**config.mk**
```make
export PLATFORM = sky130hd
export DESIGN_NAME = bif_merge
export DESIGN_NICKNAME = d
export VERILOG_FILES = /design/src/hdl/bif_pkg.sv /design/src/hdl/bif_merge.sv
export SDC_FILE = /design/constraint.sdc
export NUM_CORES = 2
export LEC_CHECK = 0
export BUFFER_PORTS_ARGS = -buffer_cell sky130_fd_sc_hd__buf_4
export CAP_MARGIN = 20
export CORE_AREA = 2 2 773 775
export CTS_CLUSTER_SIZE = 28
export DETAILED_ROUTE_END_ITERATION = 10
export DIE_AREA = 0 0 775 777
export SETUP_SLACK_MARGIN = 0.02
export SYNTH_ARGS = -nofsm -noshare
export SYNTH_HDL_FRONTEND = slang
export SYNTH_SLANG_ARGS = --single-unit
```
**constraint.sdc**
```tcl
create_clock -name clock -period 7.3 [get_ports clock]
set_input_delay 0 -clock clock [delete_from_list [all_inputs] [get_ports clock]]
set_output_delay 0 -clock clock [all_outputs]
set_load 0.01 [all_outputs]
```
**src/hdl/bif_pkg.sv**
```systemverilog
// Shared types and constants of the bilateral image filter.
// No dependencies; every module of the filter imports this package.
`timescale 1ns / 1ps
`default_nettype none
package bif_pkg;

   localparam int MAX_RADIUS  = 3;
   localparam int MAX_WIDTH   = 1024;
   localparam int WEIGHT_BITS = 16;

   localparam int NLINES      = 2 * MAX_RADIUS + 1;
   localparam int NSPATIAL    = NLINES * NLINES;
   localparam int NCH         = 3;
   localparam int CH_W        = 8;
   localparam int PIX_W       = NCH * CH_W;
   localparam int RANGE_DEPTH = 1 << CH_W;
   localparam int COL_W       = $clog2(MAX_WIDTH);
   localparam int SLOT_W      = $clog2(NLINES);
   localparam int TAP_W       = $clog2(NLINES);
   localparam int SIDX_W      = $clog2(NSPATIAL);
   localparam int RAD_W       = $clog2(MAX_RADIUS + 1);
   localparam int WIDTH_W     = 11;
   localparam int ROW_W       = 13;
   localparam int WT_W        = 2 * WEIGHT_BITS;
   localparam int WSUM_W      = WT_W + $clog2(NSPATIAL);
   localparam int PSUM_W      = WSUM_W + CH_W;
   localparam int PEND_W      = $clog2(MAX_RADIUS * MAX_WIDTH + MAX_RADIUS + 2);
   localparam int LAG_W       = WIDTH_W + RAD_W + 1;
   localparam int CSR_IDX_W   = 3;
   localparam int CSR_DATA_W  = 13;
   localparam int QCNT_W      = $clog2(CH_W + 1);

   // Transaction function codes.
   localparam logic [1:0] FUNC_PIXEL   = 2'd0;
   localparam logic [1:0] FUNC_FLUSH   = 2'd1;
   localparam logic [1:0] FUNC_RANGE   = 2'd2;
   localparam logic [1:0] FUNC_SPATIAL = 2'd3;

   // Weight modes.
   localparam logic [1:0] MODE_BILATERAL = 2'd0;
   localparam logic [1:0] MODE_SPATIAL   = 2'd1;
   localparam logic [1:0] MODE_RANGE     = 2'd2;

   // Configuration register indexes.
   localparam logic [CSR_IDX_W-1:0] REG_IMAGE_WIDTH  = CSR_IDX_W'(0);
   localparam logic [CSR_IDX_W-1:0] REG_IMAGE_HEIGHT = CSR_IDX_W'(1);
   localparam logic [CSR_IDX_W-1:0] REG_RADIUS       = CSR_IDX_W'(2);
   localparam logic [CSR_IDX_W-1:0] REG_WEIGHT_MODE  = CSR_IDX_W'(3);
   localparam logic [CSR_IDX_W-1:0] REG_GRAY_MODE    = CSR_IDX_W'(4);

   typedef struct packed {
      logic                   pix_we;
      logic [SLOT_W-1:0]      pix_slot;
      logic [COL_W-1:0]       pix_col;
      logic [PIX_W-1:0]       pix_data;
      logic                   rng_we;
      logic                   spa_we;
      logic [CH_W-1:0]        w_idx;
      logic [WEIGHT_BITS-1:0] w_val;
      logic [COL_W-1:0]       rd_col;
      logic                   step_valid;
      logic [TAP_W-1:0]       step_tap;
      logic                   acc_clear;
      logic [SLOT_W-1:0]      job_slot;
      logic [RAD_W-1:0]       radius;
      logic [1:0]             weight_mode;
      logic [PIX_W-1:0]       center;
   } lane_ctrl_type;

   typedef struct packed {
      logic [PIX_W-1:0]             line_q;
      logic [NCH-1:0][PSUM_W-1:0]   psum;
      logic [NCH-1:0][WSUM_W-1:0]   wsum;
   } lane_result_type;

   typedef struct packed {
      logic                       done;
      logic [NCH-1:0][CH_W-1:0]   quot;
      logic [NCH-1:0]             wzero;
   } merge_result_type;

endpackage
`default_nettype wire

```
**src/hdl/bif_merge.sv**
```systemverilog
// Merging stage: adds the lane sums and divides per channel, one quotient
// bit per cycle. Depends on bif_pkg.
`timescale 1ns / 1ps
`default_nettype none
module bif_merge import bif_pkg::*; (
   input  logic             clock,
   input  logic             reset,
   input  logic             start,
   input  lane_result_type  lane_res [NLINES],
   output merge_result_type result
);

   typedef enum logic [3:0] {
      M_IDLE = 4'b0001,
      M_SUM  = 4'b0010,
      M_PREP = 4'b0100,
      M_DIV  = 4'b1000
   } mstate_type;

   mstate_type          state_ff;
   logic [SLOT_W-1:0]   lcnt_ff;
   logic [QCNT_W-1:0]   kcnt_ff;
   logic                done_ff;
   logic [PSUM_W-1:0]   psum_tot_ff [NCH];
   logic [WSUM_W-1:0]   wsum_tot_ff [NCH];
   logic [PSUM_W-1:0]   rem_ff [NCH];
   logic [PSUM_W-1:0]   div_ff [NCH];
   logic [CH_W:0]       quot_ff [NCH];

   always_ff @(posedge clock) begin
      if (reset) begin
         state_ff <= M_IDLE;
         lcnt_ff  <= '0;
         kcnt_ff  <= '0;
         done_ff  <= 1'b0;
      end else begin
         done_ff <= 1'b0;
         case (state_ff)
            M_IDLE: begin
               if (start) begin
                  state_ff <= M_SUM;
                  lcnt_ff  <= '0;
               end
            end
            M_SUM: begin
               lcnt_ff <= lcnt_ff + SLOT_W'(1);
               if (lcnt_ff == SLOT_W'(NLINES - 1)) begin
                  state_ff <= M_PREP;
               end
            end
            M_PREP: begin
               kcnt_ff  <= QCNT_W'(CH_W);
               state_ff <= M_DIV;
            end
            M_DIV: begin
               kcnt_ff <= kcnt_ff - QCNT_W'(1);
               if (kcnt_ff == '0) begin
                  done_ff  <= 1'b1;
                  state_ff <= M_IDLE;
               end
            end
            default: state_ff <= M_IDLE;
         endcase
      end
   end

   always_ff @(posedge clock) begin
      for (int c = 0; c < NCH; c++) begin
         if (state_ff == M_IDLE && start) begin
            psum_tot_ff[c] <= '0;
            wsum_tot_ff[c] <= '0;
         end else if (state_ff == M_SUM) begin
            psum_tot_ff[c] <= psum_tot_ff[c] + lane_res[lcnt_ff].psum[c];
            wsum_tot_ff[c] <= wsum_tot_ff[c] + lane_res[lcnt_ff].wsum[c];
         end
         if (state_ff == M_PREP) begin
            rem_ff[c]  <= psum_tot_ff[c];
            div_ff[c]  <= {wsum_tot_ff[c], CH_W'(0)};
            quot_ff[c] <= '0;
         end else if (state_ff == M_DIV) begin
            if (rem_ff[c] >= div_ff[c]) begin
               rem_ff[c] <= rem_ff[c] - div_ff[c];
            end
            quot_ff[c] <= {quot_ff[c][CH_W-1:0], rem_ff[c] >= div_ff[c]};
            div_ff[c]  <= div_ff[c] >> 1;
         end
      end
   end

   always_comb begin
      result.done = done_ff;
      for (int c = 0; c < NCH; c++) begin
         result.quot[c]  = quot_ff[c][CH_W] ? '1 : quot_ff[c][CH_W-1:0];
         result.wzero[c] = wsum_tot_ff[c] == '0;
      end
   end

endmodule
`default_nettype wire

```
* Word level (Yosys, flattened, before mapping)
Memory sizes are Yosys's and may differ from the RTL's.
Cells that the tools add are included.
** Operators by class
- Reductions and logical operators :: 10
- Bitwise operators :: 17
- Magnitude comparators :: 4
- Muxes and demuxes :: 51
- Add/subtract/negate cells :: 11
- Eq/ne operators :: 8
** Operators by type and width (number)
- binary-select mux 276 bit (select 3 bit) :: 1
- two-way mux 252 bit :: 2
- two-way mux 46 bit :: 9
- adder 46 bit :: 3
- >= comparator 46 bit :: 3
- subtractor 46 bit :: 3
- adder 38 bit :: 3
- zero test 38 bit :: 3
- two-way mux 38 bit :: 3
- two-way mux 9 bit :: 3
- two-way mux 8 bit :: 3
- two-way mux 1 bit :: 23
- one-hot mux 4 bit (4 select lines) :: 1
- bitwise OR 1 bit :: 15
- two-way mux 4 bit :: 3
- one-hot mux 4 bit (2 select lines) :: 1
- != test 2 bit, second input constant :: 3
- one-hot mux 3 bit (2 select lines) :: 1
- == test 4 x 1 -> 1 bit, second input constant :: 1
- == test 4 x 2 -> 1 bit, second input constant :: 1
- == test 4 x 3 -> 1 bit, second input constant :: 1
- == test 4 bit, second input constant :: 1
- >= comparator 4 bit, second input constant :: 1
- zero test 4 bit :: 1
- other kinds (11) :: 12
** Word-level totals
- Output and inout bits :: 28
- Bits in registers :: 12
- Bits in writable memories :: 555
- Word-level logic and storage cells :: 110
- Input bits :: 1935
- Memories :: 5
** Memory list
- div_ff :: depth 3, bits a word 46, read ports 3, clocked after memory_dff 0, write ports 3, line bif_merge.sv:27 : logic [PSUM_W-1:0] div_ff [NCH];
- psum_tot_ff :: depth 3, bits a word 46, read ports 3, clocked after memory_dff 0, write ports 3, line bif_merge.sv:24 : logic [PSUM_W-1:0] psum_tot_ff [NCH];
- rem_ff :: depth 3, bits a word 46, read ports 3, clocked after memory_dff 0, write ports 3, line bif_merge.sv:26 : logic [PSUM_W-1:0] rem_ff [NCH];
- wsum_tot_ff :: depth 3, bits a word 38, read ports 3, clocked after memory_dff 0, write ports 3, line bif_merge.sv:25 : logic [WSUM_W-1:0] wsum_tot_ff [NCH];
- quot_ff :: depth 3, bits a word 9, read ports 3, clocked after memory_dff 0, write ports 3, line bif_merge.sv:28 : logic [CH_W:0] quot_ff [NCH];

* Depth between registers and ports, before layout
- Depth in word-level cells :: 6
- Gate-level depth with buffers :: 21
- Gate-level depth less buffers :: 17

* Least setup slack after synthesis
OpenSTA, ideal clock, no wires.
- Kind :: reg-to-reg
- From :: register state_ff[1]
- To :: memory psum_tot_ff[0][0] (netlist name), enable pin
- Required time :: 6698 ps
- Data arrival time :: 6219 ps
- Setup time :: 602 ps
- Stages on the path, launching flop included :: 5
- Setup slack :: 478 ps
- Cell sequence :: dfxtp_1 > clkbuf_1 > nor4b_1 > a21oi_1 > inv_1
** RTL lines
- start: declaration :: line bif_merge.sv:20 : mstate_type state_ff;
- start signal: assignment :: line bif_merge.sv:32 : state_ff <= M_IDLE;
- start signal: assignment :: line bif_merge.sv:41 : state_ff <= M_SUM;
- start signal: assignment :: line bif_merge.sv:48 : state_ff <= M_PREP;
- end: declaration :: line bif_merge.sv:24

==> summary.md <==
| Metric | Value |
|---|---|
| Status | `finished clean` |
| Sink Count | `between 500 and 600` |
| Synthesized instance count | `roughly 6,300` |
| Skew final | `112 ps` |
| Violation count after the first detailed-route iteration | `~5,400` |
| Endpoint required time on the critical path | `a little under 8000 ps` |
| Critical Path Start Type | `flop` |
| Final hold violation count | `0` |
| Total track usage | `0.156` |
| Buffers inserted during post-CTS setup optimization | `0` |
| Top-Level Pins | `between 1,500 and 2,000` |
| Max-slew violation count | `0` |
| Placed cell areas | `around 0.079 sq mm` |
| Count of flip-flops with a built-in enable after synthesis | `around 550` |
| Portion of total power attributed to combinational logic | `0.391` |
| Fmax | `170 MHz` |
| Via total after detailed routing | `between 50,000 and 60,000` |
| Unrepaired setup endpoints after global routing | `false` |
| Largest net degree at the start of global routing | `~120` |
| Post-synthesis area per instance | `8.96 sq um` |
| Setup CP Type | `reg -> reg` |
| Via count normalized by instance count | `around 3.7` |
| Final setup TNS | `0 ps` |
| Dominant synthesized flop cell | `edfxtp_1` |
| Crit. End Element | `flop` |
| Power density cells | `162 mW/mm^2` |
| Level count of the clock H-tree | `3` |
| Library cells used by synthesis | `a little over 90` |
| Clock tree from TritonCTS | `yes` |
| Class of the most critical hold timing path | `in -> reg` |
| Clock insertion delay at the later pin of the skew report | `820 ps` |
| Clock transition at the registers of the reported paths | `approximately 60 ps` |
| Die ar. | `between 0.6 and 0.7 sq mm` |
| Crit Path Max Fanout | `21` |
| Post-synthesis register bit count | `around 570` |
| Syn Nets | `between 8,000 and 9,000` |
| Cell area after synthesis | `roughly 0.056 sq mm` |
| Share of the clock period used by the worst path after layout | `0.806` |
| HPWL after detailed placement | `roughly 440 mm` |
| TritonCTS buffer count | `78` |
| Number of buffers on the longest clock path | `4` |
| Net total in the final layout | `approximately 10,000` |
| Max Cap Violations | `0` |
| Peak VDD IR | `between 0.1 and 0.15 mV` |
| First-pass detailed-route iteration total | `5` |
| Final std cell area, no fill | `slightly above 0.08 sq mm` |
| Critical path data arrival time | `approximately 6400 ps` |
| Min Clock Period, post-route | `5880 ps` |
| Antenna violation net count after detailed routing | `0` |
| Clock Tree Root | `clkbuf_16` |
| Post-Route WL | `approximately 490 mm` |
| Number of fill cells | `between 60,000 and 70,000` |
| GRT Residual Overflow | `0` |
| Final Worst Setup Slack | `roughly 1400 ps` |
| Total of endpoints with negative setup slack in the final report | `0` |
| Share of layout cells above drive strength 1 | `0.306` |
| Remaining routing DRC violations | `0` |
| Headroom to the max-slew limit | `0.151` |
| YS warnings | `0` |
| Area growth from synthesis to layout | `46.4%` |
| Starting utilization of the core area | `0.0951` |
| Die H | `between 700 and 800 microns` |
| Vias in the first global route | `between 50,000 and 60,000` |
| Hold-fix buffers, CTS | `30` |
| Routed length per instance | `around 31 microns` |
| Switching power share of the total | `0.367` |
| Reg power frac | `0.312` |
| Int Pwr | `~0.0085 W` |
| Post-cts repair resize count | `0` |
| Worst Setup Slack post-DPL | `roughly 1300 ps` |
| FP Rows | `283` |
| Power share of the clock group | `0.297` |
| Least-Margin Pin Slew | `about 1300 ps` |
| Port Buffers | `roughly 1,800` |
| RD Place Congestion | `0.948` |
| Sw power | `about 0.0049 W` |
| First-pass GRT wire length | `a little over 600 mm` |
| Antenna violations before repair | `approximately 490` |
| Core ar. | `0.593 sq mm` |
| Proportion of synthesized chip area in sequential cells | `0.300` |
| Post-synthesis async set-or-reset flop share | `0` |
| Die width | `between 700 and 800 microns` |
| Pleak | `approximately 32 nW` |
[worst paths after layout]
| path | start | endpoint | slack [ps] | depth (start not counted) |
|---|---|---|---|---|
| max | lcnt_ff[1] | wsum_tot_ff[2][36] | 1420 | 16 |
| max reg2reg | lcnt_ff[1] | wsum_tot_ff[2][36] | 1420 | 16 |
| min | lane_res[482] | psum_tot_ff[2][0] | 60 | 5 |
| min reg2reg | div_ff[0][7] | div_ff[0][6] | 520 | 2 |
[layout make-up]
cell class / count / area (sq um) / share of cell area
Multi-Input combinational cell: 5094 / 37100 / 0.449
Sequential cell: 567 / 16900 / 0.205
Timing Repair Buffer: 1936 / 14900 / 0.180
Tap cell: 7837 / 9810 / 0.119
Clock buffer: 90 / 2020 / 0.0244
Inverter: 265 / 1010 / 0.0122
Clock inverter: 45 / 467 / 0.00565
Antenna cell: 145 / 363 / 0.00440
[placed cells by master (no fill, tap or decap), types with 14 or more instances in the layout]
| cell | n |
|---|---|
| buf_4 | 1884 |
| nor2_1 | 881 |
| a21oi_1 | 873 |
| edfxtp_1 | 554 |
| nand2_1 | 416 |
| ha_1 | 387 |
| o21ai_0 | 365 |
| inv_1 | 263 |
| mux2i_1 | 263 |
| mux4_2 | 252 |
| a21o_1 | 221 |
| xnor2_1 | 181 |
| xor2_1 | 149 |
| diode_2 | 145 |
| nand3_1 | 94 |
| clkbuf_16 | 79 |
| nand4_1 | 78 |
| o21bai_1 | 68 |
| a31oi_1 | 60 |
| and2_1 | 59 |
| and3_1 | 57 |
| nor3_1 | 56 |
| mux2_2 | 54 |
| nor2b_1 | 45 |
| nor4_1 | 45 |
| o21a_1 | 43 |
| or2_2 | 37 |
| mux2_4 | 36 |
| o211ai_1 | 35 |
| a211oi_1 | 34 |
| nand2b_1 | 34 |
| dlygate4sd3_1 | 30 |
| o31ai_1 | 23 |
| buf_12 | 20 |
| o21ai_1 | 16 |
| a21boi_0 | 15 |
| or3_1 | 14 |
[cells in the mapped netlist, types with 10 or more instances]
| cell | instances | area [sq um] |
|---|---|---|
| ha_1 | 387 | 4840 |
| dfxtp_1 | 13 | 260 |
| o21a_1 | 43 | 323 |
| nand3_1 | 94 | 470 |
| mux2_4 | 36 | 541 |
| a221o_1 | 10 | 100 |
| nor4_1 | 46 | 288 |
| buf_1 | 73 | 274 |
| nand2b_1 | 34 | 213 |
| a211o_1 | 11 | 96.3 |
| a211oi_1 | 34 | 255 |
| o21ai_1 | 15 | 75.1 |
| o21ai_0 | 369 | 1850 |
| mux2i_1 | 263 | 2630 |
| a21boi_0 | 15 | 113 |
| clkbuf_1 | 260 | 976 |
| nand2_1 | 417 | 1570 |
| edfxtp_1 | 554 | 16600 |
| nor2_1 | 882 | 3310 |
| xnor2_1 | 181 | 1590 |
| nor3_1 | 56 | 280 |
| o31a_1 | 12 | 105 |
| o21bai_1 | 68 | 510 |
| mux2_2 | 54 | 608 |
| and2_1 | 59 | 369 |
| a21o_1 | 222 | 1670 |
| o211ai_1 | 35 | 263 |
| inv_1 | 265 | 995 |
| or3_1 | 14 | 87.6 |
| nand4_1 | 78 | 488 |
| mux4_2 | 252 | 5680 |
| buf_2 | 23 | 115 |
| xor2_1 | 149 | 1310 |
| or2_2 | 37 | 231 |
| a31oi_1 | 60 | 375 |
| nor2b_1 | 45 | 282 |
| o31ai_1 | 23 | 173 |
| and3_1 | 57 | 357 |
| a21oi_1 | 878 | 4390 |
[routing by layer]
| metal | vias up | part of all wire | GRT usage |
|---|---|---|---|
| li1 | 26900 | - | - |
| met1 | 28300 | 0.38 | 0.180 |
| met2 | 3197 | 0.44 | 0.248 |
| met3 | 1042 | 0.12 | 0.0746 |
| met4 | 268 | 0.045 | 0.0578 |
| met5 | - | 0.0035 | 0 |
[critical path, stage by stage (launching register included)]
cell and delay (ps):
dfxtp_4 650, buf_4 450, mux2i_1 810, nor2_1 110, a21oi_1 150, a21o_1 640, fa_1 330, nor2b_1 80
o2111ai_1 260, a21boi_0 260, o31ai_1 550, a21oi_1 140, nor3_1 450, o31ai_1 240, a31oi_1 260, xnor2_1 140
nor2_1 50
[through the flow]
| stage | utilization | instances | total power, W | hold slack, ps |
|---|---|---|---|---|
| after detailed placement | 0.134 | 15700 | 0.00944 | 296 |
| after global placement | 0.134 | 15700 | 0.00940 | 294 |
| after CTS | 0.138 | 15800 | 0.0135 | 7.77 |
| after floorplan | - | 6293 | 0.00719 | 71.6 |
| final | 0.139 | 16000 | 0.0134 | 61.5 |
| after global routing | 0.139 | 15900 | 0.0141 | 73.0 |
[state kept, by name, summed over array words and instances, names as in the netlist, 3 cells and up]
name and count:
div_ff 138, psum_tot_ff 138, rem_ff 138, wsum_tot_ff 114, quot_ff 27, kcnt_ff 4, state_ff 4, lcnt_ff 3
[power by group through the flow]
stage	Combinational, W	Clock (W)	Sequential [W]
final	0.00522	0.00397	0.00417
after global routing	0.00571	0.00419	0.00419
after CTS	0.00525	0.00409	0.00417
after detailed placement	0.00520	0	0.00424
after global placement	0.00516	0	0.00423
after floorplan	0.00304	0	0.00414
[logic make-up (layout without fill, tap and decap cells)]
logic type | Yosys count | in the layout | synth area share
buffers and inverters | 632 | 2336 | 0.0440
AOI/OAI and AO/OA | 1903 | 1903 | 0.201
DFF | 567 | 567 | 0.300
xor gates and xnor gates | 330 | 330 | 0.0513
and+or+nand+nor | 1860 | 1860 | 0.147
muxes | 605 | 605 | 0.168
other | 0 | 145 | 0
adders and majority gates | 396 | 396 | 0.0891
No activity file was read; power rests on OpenSTA's default activity.
